===== src/rtl/multilevel_priority_ready_queue_assert.svh =====
// Assertion macros shared by the ready queue RTL.
`ifndef MULTILEVEL_PRIORITY_READY_QUEUE_ASSERT_SVH
`define MULTILEVEL_PRIORITY_READY_QUEUE_ASSERT_SVH

// Condition must hold at every clock edge outside reset.
`define MLPQ_ASSERT_ALWAYS(lbl, cond, msg) \
   lbl: assert property (@(posedge clock) disable iff (reset) (cond)) else $error(msg);

// Consequent must hold in the same cycle as the antecedent.
`define MLPQ_ASSERT_IMPL(lbl, ante, cons, msg) \
   lbl: assert property (@(posedge clock) disable iff (reset) (ante) |-> (cons)) \
      else $error(msg);

// Consequent must hold in the cycle after the antecedent.
`define MLPQ_ASSERT_NEXT(lbl, ante, cons, msg) \
   lbl: assert property (@(posedge clock) disable iff (reset) (ante) |=> (cons)) \
      else $error(msg);

`endif


===== src/rtl/mlpq_pkg.sv =====
// Shared widths, codes and types of the multilevel priority ready queue.
`timescale 1ns / 1ps
package mlpq_pkg;

   // Field widths of the request and response words
   localparam int CMD_W     = 1;
   localparam int TASK_ID_W = 8;
   localparam int PRIO_W    = 4;
   localparam int STATUS_W  = 2;
   localparam int TOTAL_W   = 7;

   typedef logic [CMD_W-1:0]    cmd_type;
   typedef logic [STATUS_W-1:0] status_type;

   // Commands
   localparam cmd_type CMD_PUSH = 1'b0;
   localparam cmd_type CMD_POP  = 1'b1;

   // Response status codes
   localparam status_type ST_OK        = 2'd0;
   localparam status_type ST_POOL_FULL = 2'd1;
   localparam status_type ST_EMPTY     = 2'd2;
   localparam status_type ST_BAD_PRIO  = 2'd3;

endpackage


===== src/rtl/mlpq_if.sv =====
// Request and response channel interfaces of the ready queue.
`timescale 1ns / 1ps

// Request word: push or pop command
interface mlpq_req_if;
   logic                            valid;
   logic                            ready;
   mlpq_pkg::cmd_type               command;
   logic [mlpq_pkg::TASK_ID_W-1:0]  task_id;
   logic [mlpq_pkg::PRIO_W-1:0]     priority_req;

   modport source (output valid, command, task_id, priority_req, input ready);
   modport sink   (input valid, command, task_id, priority_req, output ready);
endinterface

// Response word: one per request
interface mlpq_rsp_if;
   logic                            valid;
   logic                            ready;
   logic [mlpq_pkg::TASK_ID_W-1:0]  popped_task;
   mlpq_pkg::status_type            status;
   logic                            queue_empty;
   logic [mlpq_pkg::TOTAL_W-1:0]    total_entries;

   modport source (output valid, popped_task, status, queue_empty, total_entries,
                   input ready);
   modport sink   (input valid, popped_task, status, queue_empty, total_entries,
                   output ready);
endinterface


===== src/rtl/mlpq_ram.sv =====
// Generic single-write, single-read RAM with registered read data.
`timescale 1ns / 1ps
module mlpq_ram #(
   parameter int WIDTH = 8,
   parameter int DEPTH = 64
) (
   input  logic                                      clock,
   input  logic                                      wr_en,
   input  logic [((DEPTH > 1) ? $clog2(DEPTH) : 1)-1:0] wr_addr,
   input  logic [WIDTH-1:0]                          wr_data,
   input  logic [((DEPTH > 1) ? $clog2(DEPTH) : 1)-1:0] rd_addr,
   output logic [WIDTH-1:0]                          rd_data
);
   logic [WIDTH-1:0] mem_ff [DEPTH];
   logic [WIDTH-1:0] rd_data_ff;

   // Write port; read returns old data on a same-address collision
   always_ff @(posedge clock) begin
      if (wr_en) begin
         mem_ff[wr_addr] <= wr_data;
      end
      rd_data_ff <= mem_ff[rd_addr];
   end

   assign rd_data = rd_data_ff;
endmodule


===== src/rtl/multilevel_priority_ready_queue.sv =====
// Multilevel priority ready queue: one FIFO per level over a shared node pool.
//
// Usage:
//  - req_ch carries push (task_id at priority_req) and pop commands; rsp_ch
//    returns exactly one word per request, in order: popped task, status
//    (ok, pool full, queue empty, bad priority), empty flag and total count.
//  - A pop serves the head of the highest non-empty level; errors change nothing.
//  - A request is registered in the input register on acceptance; its response
//    is registered in the response register when the request stage advances.
//  - One request per cycle is sustained while rsp_ch does not stall. The
//    next queue head, its successor and the top of the free-node stack are read
//    from the node RAMs ahead of use, with forwarding of writes from the cycle before.
//  - When rsp_ch stalls, the held response keeps the request stage from
//    advancing; one more request is taken into the input register, then
//    req_ch.ready drops until the response is taken.
//  - Reset (synchronous) empties all levels and fills the free pool at once;
//    untouched free-stack entries read back as their own index, so no
//    clearing pass is needed. Requests are taken in the cycle after reset.
`timescale 1ns / 1ps
`include "multilevel_priority_ready_queue_assert.svh"
module multilevel_priority_ready_queue #(
   parameter int NODES     = 64,
   parameter int LEVELS    = 8,
   parameter int TASK_BITS = 8
) (
   input  logic        clock,
   input  logic        reset,
   mlpq_req_if.sink    req_ch,
   mlpq_rsp_if.source  rsp_ch
);
   localparam int NB = $clog2(NODES);
   localparam int CB = $clog2(NODES + 1);
   localparam int LB = $clog2(LEVELS);
   localparam int TW = mlpq_pkg::TASK_ID_W;
   localparam int PW = mlpq_pkg::PRIO_W;
   localparam int OW = mlpq_pkg::TOTAL_W;

   // Input register
   logic                 in_valid_ff;
   mlpq_pkg::cmd_type    in_cmd_ff;
   logic [TW-1:0]        in_task_ff;
   logic [PW-1:0]        in_prio_ff;

   // Response register
   logic                 rsp_valid_ff, rsp_valid_in;
   logic [TW-1:0]        rsp_task_ff, rsp_task_in;
   mlpq_pkg::status_type rsp_status_ff, rsp_status_in;
   logic                 rsp_empty_ff, rsp_empty_in;
   logic [OW-1:0]        rsp_total_ff, rsp_total_in;

   // Queue state
   logic [CB-1:0] cnt_ff [LEVELS];
   logic [CB-1:0] cnt_in [LEVELS];
   logic [NB-1:0] head_ff [LEVELS];
   logic [NB-1:0] head_in [LEVELS];
   logic [NB-1:0] tail_ff [LEVELS];
   logic [NB-1:0] tail_in [LEVELS];
   logic [CB-1:0] fc_ff, fc_in;
   logic [CB-1:0] tot_ff, tot_in;
   logic [CB-1:0] lw_ff, lw_in;

   // Lookahead of the top level head and the free-stack top
   logic [LB-1:0]        pf_lv_ff, pf_lv_in;
   logic [NB-1:0]        pf_head_ff, pf_head_in;
   logic [NB-1:0]        fs_addr_ff, fs_addr_in;
   logic                 fs_ident_ff, fs_ident_in;
   logic                 fs_fwd_ff, fs_fwd_in;
   logic [NB-1:0]        fs_fwd_data_ff;
   logic                 nt_fwd_ff, nt_fwd_in;
   logic [TASK_BITS-1:0] nt_fwd_data_ff;
   logic                 nn_fwd_ff, nn_fwd_in;
   logic [NB-1:0]        nn_fwd_data_ff;

   // RAM ports
   logic [TASK_BITS-1:0] nt_rd_data, nt_wr_data;
   logic                 nt_we;
   logic [NB-1:0]        nn_rd_data, nn_wr_addr;
   logic                 nn_we;
   logic [NB-1:0]        fs_rd_data;
   logic                 fs_we;

   // Step control
   logic                  advance, step, is_push, prio_ok, pool_empty, any_queued;
   logic                  push_do, pop_do;
   logic [LB-1:0]         prio_idx;
   logic [NB-1:0]         free_top, head_next;
   logic [TASK_BITS-1:0]  head_task;
   logic [TASK_BITS+TW-1:0] task_ext, pop_ext;
   logic [CB+OW-1:0]      tot_ext;
   logic [CB-1:0]         fc_dec;
   logic [LEVELS-1:0]     level_busy;

   // Handshake
   assign advance      = !rsp_valid_ff || rsp_ch.ready;
   assign step         = in_valid_ff && advance;
   assign req_ch.ready = !in_valid_ff || advance;

   // Decode of the held request
   assign is_push    = (in_cmd_ff == mlpq_pkg::CMD_PUSH);
   assign prio_ok    = {1'b0, in_prio_ff} < (PW + 1)'(LEVELS);
   assign prio_idx   = in_prio_ff[LB-1:0];
   assign pool_empty = (fc_ff == '0);
   assign any_queued = (tot_ff != '0);
   assign push_do    = step && is_push && prio_ok && !pool_empty;
   assign pop_do     = step && !is_push && any_queued;

   // Lookahead data with forwarding
   assign free_top  = fs_ident_ff ? fs_addr_ff : (fs_fwd_ff ? fs_fwd_data_ff : fs_rd_data);
   assign head_task = nt_fwd_ff ? nt_fwd_data_ff : nt_rd_data;
   assign head_next = nn_fwd_ff ? nn_fwd_data_ff : nn_rd_data;

   // Task width adaption on store and on read-out
   assign task_ext   = {{TASK_BITS{1'b0}}, in_task_ff};
   assign nt_wr_data = task_ext[TASK_BITS-1:0];
   assign pop_ext    = {{TW{1'b0}}, head_task};

   // Node RAM writes
   assign nt_we      = push_do;
   assign nn_we      = push_do && (cnt_ff[prio_idx] != '0);
   assign nn_wr_addr = tail_ff[prio_idx];
   assign fs_we      = pop_do;

   always_comb begin
      for (int i = 0; i < LEVELS; i++) begin
         level_busy[i] = (cnt_ff[i] != '0);
      end
   end

   // Next queue state
   always_comb begin
      cnt_in  = cnt_ff;
      head_in = head_ff;
      tail_in = tail_ff;
      fc_in   = fc_ff;
      tot_in  = tot_ff;
      if (push_do) begin
         if (cnt_ff[prio_idx] != '0) begin
            tail_in[prio_idx] = free_top;
         end else begin
            head_in[prio_idx] = free_top;
            tail_in[prio_idx] = free_top;
         end
         cnt_in[prio_idx] = cnt_ff[prio_idx] + 1'b1;
         fc_in  = fc_ff - 1'b1;
         tot_in = tot_ff + 1'b1;
      end else if (pop_do) begin
         if (cnt_ff[pf_lv_ff] > CB'(1)) begin
            head_in[pf_lv_ff] = head_next;
         end
         cnt_in[pf_lv_ff] = cnt_ff[pf_lv_ff] - 1'b1;
         fc_in  = fc_ff + 1'b1;
         tot_in = tot_ff - 1'b1;
      end
      lw_in = (fc_in < lw_ff) ? fc_in : lw_ff;
   end

   // Top level of the next state and its head node
   always_comb begin
      pf_lv_in = '0;
      for (int i = 0; i < LEVELS; i++) begin
         if (cnt_in[i] != '0) begin
            pf_lv_in = LB'(i);
         end
      end
      pf_head_in = head_in[pf_lv_in];
      nt_fwd_in  = push_do && (free_top == pf_head_in);
      nn_fwd_in  = nn_we && (nn_wr_addr == pf_head_in);
   end

   // Free-stack top of the next state
   always_comb begin
      fc_dec      = fc_in - 1'b1;
      fs_addr_in  = fc_dec[NB-1:0];
      fs_ident_in = (fc_dec < lw_in);
      fs_fwd_in   = pop_do;
   end

   // Response word
   always_comb begin
      tot_ext       = {{OW{1'b0}}, tot_in};
      rsp_task_in   = '0;
      rsp_status_in = mlpq_pkg::ST_OK;
      if (is_push) begin
         if (!prio_ok) begin
            rsp_status_in = mlpq_pkg::ST_BAD_PRIO;
         end else if (pool_empty) begin
            rsp_status_in = mlpq_pkg::ST_POOL_FULL;
         end
      end else if (!any_queued) begin
         rsp_status_in = mlpq_pkg::ST_EMPTY;
      end else begin
         rsp_task_in = pop_ext[TW-1:0];
      end
      rsp_empty_in = (tot_in == '0);
      rsp_total_in = tot_ext[OW-1:0];
      if (step) begin
         rsp_valid_in = 1'b1;
      end else if (rsp_ch.ready) begin
         rsp_valid_in = 1'b0;
      end else begin
         rsp_valid_in = rsp_valid_ff;
      end
   end

   // Control registers
   always_ff @(posedge clock) begin
      if (reset) begin
         in_valid_ff  <= 1'b0;
         rsp_valid_ff <= 1'b0;
         for (int i = 0; i < LEVELS; i++) begin
            cnt_ff[i] <= '0;
         end
         fc_ff       <= CB'(NODES);
         tot_ff      <= '0;
         lw_ff       <= CB'(NODES);
         pf_lv_ff    <= '0;
         fs_addr_ff  <= NB'(NODES - 1);
         fs_ident_ff <= 1'b1;
         fs_fwd_ff   <= 1'b0;
         nt_fwd_ff   <= 1'b0;
         nn_fwd_ff   <= 1'b0;
      end else begin
         if (req_ch.valid && req_ch.ready) begin
            in_valid_ff <= 1'b1;
         end else if (step) begin
            in_valid_ff <= 1'b0;
         end
         rsp_valid_ff <= rsp_valid_in;
         cnt_ff       <= cnt_in;
         fc_ff        <= fc_in;
         tot_ff       <= tot_in;
         lw_ff        <= lw_in;
         pf_lv_ff     <= pf_lv_in;
         fs_addr_ff   <= fs_addr_in;
         fs_ident_ff  <= fs_ident_in;
         fs_fwd_ff    <= fs_fwd_in;
         nt_fwd_ff    <= nt_fwd_in;
         nn_fwd_ff    <= nn_fwd_in;
      end
   end

   // Payload registers
   always_ff @(posedge clock) begin
      if (req_ch.valid && req_ch.ready) begin
         in_cmd_ff  <= req_ch.command;
         in_task_ff <= req_ch.task_id;
         in_prio_ff <= req_ch.priority_req;
      end
      if (step) begin
         rsp_task_ff   <= rsp_task_in;
         rsp_status_ff <= rsp_status_in;
         rsp_empty_ff  <= rsp_empty_in;
         rsp_total_ff  <= rsp_total_in;
      end
      head_ff        <= head_in;
      tail_ff        <= tail_in;
      pf_head_ff     <= pf_head_in;
      fs_fwd_data_ff <= pf_head_ff;
      nt_fwd_data_ff <= nt_wr_data;
      nn_fwd_data_ff <= free_top;
   end

   // Task of each node
   mlpq_ram #(.WIDTH(TASK_BITS), .DEPTH(NODES)) u_node_task (
      .clock   (clock),
      .wr_en   (nt_we),
      .wr_addr (free_top),
      .wr_data (nt_wr_data),
      .rd_addr (pf_head_in),
      .rd_data (nt_rd_data)
   );

   // Successor of each node within its level
   mlpq_ram #(.WIDTH(NB), .DEPTH(NODES)) u_node_next (
      .clock   (clock),
      .wr_en   (nn_we),
      .wr_addr (nn_wr_addr),
      .wr_data (free_top),
      .rd_addr (pf_head_in),
      .rd_data (nn_rd_data)
   );

   // Free-node stack
   mlpq_ram #(.WIDTH(NB), .DEPTH(NODES)) u_free_stack (
      .clock   (clock),
      .wr_en   (fs_we),
      .wr_addr (fc_ff[NB-1:0]),
      .wr_data (pf_head_ff),
      .rd_addr (fs_addr_in),
      .rd_data (fs_rd_data)
   );

   // Response outputs
   assign rsp_ch.valid         = rsp_valid_ff;
   assign rsp_ch.popped_task   = rsp_task_ff;
   assign rsp_ch.status        = rsp_status_ff;
   assign rsp_ch.queue_empty   = rsp_empty_ff;
   assign rsp_ch.total_entries = rsp_total_ff;

   // Checks
   `MLPQ_ASSERT_ALWAYS(a_pool_conserved,
      ({1'b0, fc_ff} + {1'b0, tot_ff}) == (CB + 1)'(NODES), "free plus queued differs from pool size")
   `MLPQ_ASSERT_ALWAYS(a_total_matches_levels,
      (tot_ff == '0) == (level_busy == '0), "total count disagrees with level counts")
   `MLPQ_ASSERT_ALWAYS(a_low_water, lw_ff <= fc_ff, "free-stack low water above free count")
   `MLPQ_ASSERT_NEXT(a_pop_decrements, pop_do, (tot_ff + 1'b1) == $past(tot_ff),
      "pop did not decrement total")
   `MLPQ_ASSERT_NEXT(a_stall_holds_state, rsp_ch.valid && !rsp_ch.ready, $stable(tot_ff),
      "queue state moved while response stalled")
endmodule


===== src/flat_wrapper.sv =====
// flat-port wrapper written by rule: the top's interface ports become plain ports
module multilevel_priority_ready_queue_flat 
#(
   parameter int NODES     = 64,
   parameter int LEVELS    = 8,
   parameter int TASK_BITS = 8
)
  (clock, reset, req_ch_valid, req_ch_command, req_ch_task_id, req_ch_priority_req, req_ch_ready, rsp_ch_valid, rsp_ch_popped_task, rsp_ch_status, rsp_ch_queue_empty, rsp_ch_total_entries, rsp_ch_ready);
  mlpq_req_if req_ch_i ();
  mlpq_rsp_if rsp_ch_i ();
  input  logic clock;
  input  logic reset;
  input wire logic [$bits(req_ch_i.valid)-1:0] req_ch_valid;
  input wire logic [$bits(req_ch_i.command)-1:0] req_ch_command;
  input wire logic [$bits(req_ch_i.task_id)-1:0] req_ch_task_id;
  input wire logic [$bits(req_ch_i.priority_req)-1:0] req_ch_priority_req;
  output wire logic [$bits(req_ch_i.ready)-1:0] req_ch_ready;
  output wire logic [$bits(rsp_ch_i.valid)-1:0] rsp_ch_valid;
  output wire logic [$bits(rsp_ch_i.popped_task)-1:0] rsp_ch_popped_task;
  output wire logic [$bits(rsp_ch_i.status)-1:0] rsp_ch_status;
  output wire logic [$bits(rsp_ch_i.queue_empty)-1:0] rsp_ch_queue_empty;
  output wire logic [$bits(rsp_ch_i.total_entries)-1:0] rsp_ch_total_entries;
  input wire logic [$bits(rsp_ch_i.ready)-1:0] rsp_ch_ready;
  assign req_ch_i.valid = req_ch_valid;
  assign req_ch_i.command = req_ch_command;
  assign req_ch_i.task_id = req_ch_task_id;
  assign req_ch_i.priority_req = req_ch_priority_req;
  assign req_ch_ready = req_ch_i.ready;
  assign rsp_ch_valid = rsp_ch_i.valid;
  assign rsp_ch_popped_task = rsp_ch_i.popped_task;
  assign rsp_ch_status = rsp_ch_i.status;
  assign rsp_ch_queue_empty = rsp_ch_i.queue_empty;
  assign rsp_ch_total_entries = rsp_ch_i.total_entries;
  assign rsp_ch_i.ready = rsp_ch_ready;
  multilevel_priority_ready_queue #(.NODES(NODES), .LEVELS(LEVELS), .TASK_BITS(TASK_BITS)) u_core (.clock(clock), .reset(reset), .req_ch(req_ch_i), .rsp_ch(rsp_ch_i));
endmodule

===== config.mk =====
export PLATFORM = sky130hd
export DESIGN_NAME = multilevel_priority_ready_queue_flat
export DESIGN_NICKNAME = d
export VERILOG_FILES = /design/src/rtl/mlpq_pkg.sv /design/src/rtl/mlpq_if.sv /design/src/rtl/mlpq_ram.sv /design/src/rtl/multilevel_priority_ready_queue.sv /design/src/flat_wrapper.sv
export VERILOG_INCLUDE_DIRS = /design/src /design/src/rtl
export SDC_FILE = /design/constraint.sdc
export NUM_CORES = 2
export LEC_CHECK = 0
export ABC_AREA = 1
export BUFFER_PORTS_ARGS = -buffer_cell sky130_fd_sc_hd__buf_2
export CAP_MARGIN = 20
export CORE_AREA = 2 2 351 353
export DETAILED_ROUTE_END_ITERATION = 12
export DIE_AREA = 0 0 353 355
export HOLD_SLACK_MARGIN = 0.08
export PLACE_DENSITY = 0.73
export SETUP_SLACK_MARGIN = 0.3
export SKIP_CTS_REPAIR_TIMING = 1
export SYNTH_ARGS = -nofsm -noshare
export SYNTH_HDL_FRONTEND = slang
export SYNTH_SLANG_ARGS = --single-unit

===== constraint.sdc =====
create_clock -name clock -period 4.9 [get_ports clock]
set_clock_uncertainty 0.05 [all_clocks]
set_input_delay 0.49 -clock clock [delete_from_list [all_inputs] [get_ports clock]]
set_output_delay 0.49 -clock clock [all_outputs]
set_load 0.005 [all_outputs]

==> impl_metrics.toml <==
[timing]
fin_setup_tns_ns = 0
finalCritPeriodShare = 0.9875
hold_viol_final = 0
setup_slack_ns = 0.06108
hold_slack_ns = 0.3123
worst_slew_pin_slew_ns = 1.086
rsz0062_at_grt = "true"
finalSetupViolCount = 0
slew_headroom = 0.2553
period_needed_ns = 4.839
timing.fmax_mhz = 206.7
drv_slew = 0

[worst_setup_path]
crit_arrival_ns = 5.48
cp.required_ns = 5.54
path_max_fanout = 8
slowest_delay_ns = 0.39
crit_slowest_cell = "edfxtp_1"
crit_path_frequent_cell = "buf_6"
startpoint_type = "flop"
crit_type = "flop to flop"
critPathCaptureType = "flop"
path_delay_family = "simple AND/OR/NAND/NOR gates"
crit_buf_inv = 11

[floorplan]
die_h_um = 355
pin_count = 37
core_area_um2 = 121400
die_w_um = 353
rows = 128
initial_core_util = 0.5685
die-area_um2 = 125300

[cts]
htree_levels = 4
numCtsBuffers = 159
cts_buffer_depth = 3
clk_pin_slew_worst_paths_ns = 0.06
clock_latency_ns = 0.80
cts_root_buf = "clkbuf_16"
cts.sink_count = 1545
cts_tree = "done"

[finish]
seq_area_um2 = 44550
drive_gt1_frac = 0.1758
fin_nets = 7146
multi_input_area_um2 = 21960
fillers = 8709
stdcell_area_um2 = 83210
final_util = 0.6855
syn2layout_area_growth_pct = 20.58

[pwr]
cellLeakagePower_nw = 31.92
ir_worst_vdd_uv = 510.2
p_per_area_nw_per_um2 = 589.4

[detailed_routing]
via_per_inst = 6.080
routedWlPerCell_um = 23.23
drtPass1Iterations = 7
wl_um = 205900
drtAntennaViolNets = 0
drc = 0
dr.first_iter.drc_count = 7893
vias = 53870

[status]
status = "finished, final reports clean"

[global_routing]
grt_max_degree = 157
grt_pass1_vias = 49880
grt.overflow.total = 0
grt_pass1_wl_um = 292800
antenna_found_initial = 0
track_usage = 0.3034

[yosys]
synth_adder_area_share = 0.004170
yosys_register_bits = 1545
synth_flop_cell = "edfxtp_1"
syn_avg_cell_area_um2 = 10.30
yosys.area.top_type = "edfxtp_1"
ys_warn_count = 0
synth_cells = 6699
synth_edf_count = 1359
synth_compound_area_frac = 0.05573
yosysUniqueCellTypes = 56
synthTopCellsByCount = "nand2_1, edfxtp_1, nand3_1, inv_1, nor2_1"
synth_mux_area_frac = 0.0008703
async_reset_ff_frac = 0
yosysMostFrequentCell = "nand2_1"
synth_top_family_by_area = "simple AND/OR/NAND/NOR gates"
syn_area_um2 = 69010
synthSimpleGateAreaFrac = 0.2271
synth_xor_area_frac = 0.002158
synth_top_area_frac = 0.5914
yosys-top-cells-area = "edfxtp_1, nand2_1, nand3_1"
synthesis.nets = 6739
yosysSeqAreaShare = 0.6453

[place]
gp_congestion = 0.9765
post-place-ws_ns = -0.5192
dpl-instance-area_um2 = 74150
dpl.hpwl_um = 123000
portBuffers = 36

[min_path]
worstHoldPathType = "input pin to flop"

[run]
max_cap_viol_count = 0
## power breakdown
part	switching, mW	internal [mW]
Sequential	0.216	15.6
Combinational	13.6	7.87
Clock	5.08	6.62
Total	18.9	30.1
## cell usage in the layout (no fill, tap or decap), types with 17 or more instances in the layout
master        n
nand2_1    1450
edfxtp_1   1359
nand3_1     845
inv_1       612
buf_4       415
nand3b_1    336
nor2_1      335
o21ai_0     217
clkbuf_16   209
nand3_2     196
a21oi_1     179
dfxtp_1     178
buf_12       78
o211ai_1     64
nor3_1       54
nand2_2      50
a311oi_1     48
clkinv_1     43
o21ai_1      42
buf_6        40
clkbuf_1     36
buf_2        36
nand3_4      33
nand4_1      28
inv_2        26
clkinv_2     21
ha_1         20
nand2_4      17
## registers in the layout, summed over array words and instances, names as in the netlist, 48 cells and up
register / count
u_core.u_free_stack.mem_ff: 384
u_core.tail_ff: 48
u_core.u_node_task.mem_ff: 512
u_core.u_node_next.mem_ff: 384
u_core.head_ff: 48
u_core.cnt_ff: 56
## per-stage QoR
stage | total power, mW | cells
after floorplan | 26.01 | 6699
after global placement | 32.62 | 8450
after detailed placement | 32.86 | 8450
after CTS | 44.50 | 8740
after global routing | 50.75 | 8860
final | 49.04 | 8861
## final cells by class
class,instances,area share
inverter,655,0.03033
clock buffer,207,0.05210
tap,1625,0.02443
antenna,1,0.00003007
sequential,1545,0.5353
multi-input combinational,4091,0.2639
timing repair buffer,654,0.08583
clock inverter,83,0.008029
## worst paths after layout
check,startpoint,endpoint,slack [ns],cells past startpoint
max reg2reg,u_core.in_prio_ff[0],u_core.u_node_task.rd_data[4],0.06,35
max,u_core.in_prio_ff[0],u_core.u_node_task.rd_data[4],0.06,35
min reg2reg,u_core.cnt_ff[49],u_core.cnt_ff[49],0.47,2
min,reset,u_core.cnt_ff[43],0.31,2
## cell families after synthesis
| family | after synthesis |
|---|---|
| fa+ha+maj | 23 |
| simple gates | 3393 |
| buf+inv | 1065 |
| mux | 6 |
| flops | 1545 |
| compound gates | 650 |
| xor+xnor | 17 |
## per-layer routing
| metal | up-vias | share of wire | global-route usage |
|---|---|---|---|
| met1 | 25850 | 0.39 | 0.4282 |
| met4 | 0 | 0.040 | 0.1160 |
| met3 | 568 | 0.12 | 0.06123 |
| met5 | - | 0 | 0.006038 |
| li1 | 24010 | - | - |
| met2 | 3438 | 0.45 | 0.4671 |
## worst register-to-register path, delay by kind of cell (launching register included)
kind / cells / cell delay (ns)
AOI/OAI and AO/OA: 2 / 0.34
buffers and inverters: 11 / 1.55
DFF: 1 / 0.39
and+or+nand+nor: 22 / 2.40
Note: power is estimated with default switching activity, not from simulation.
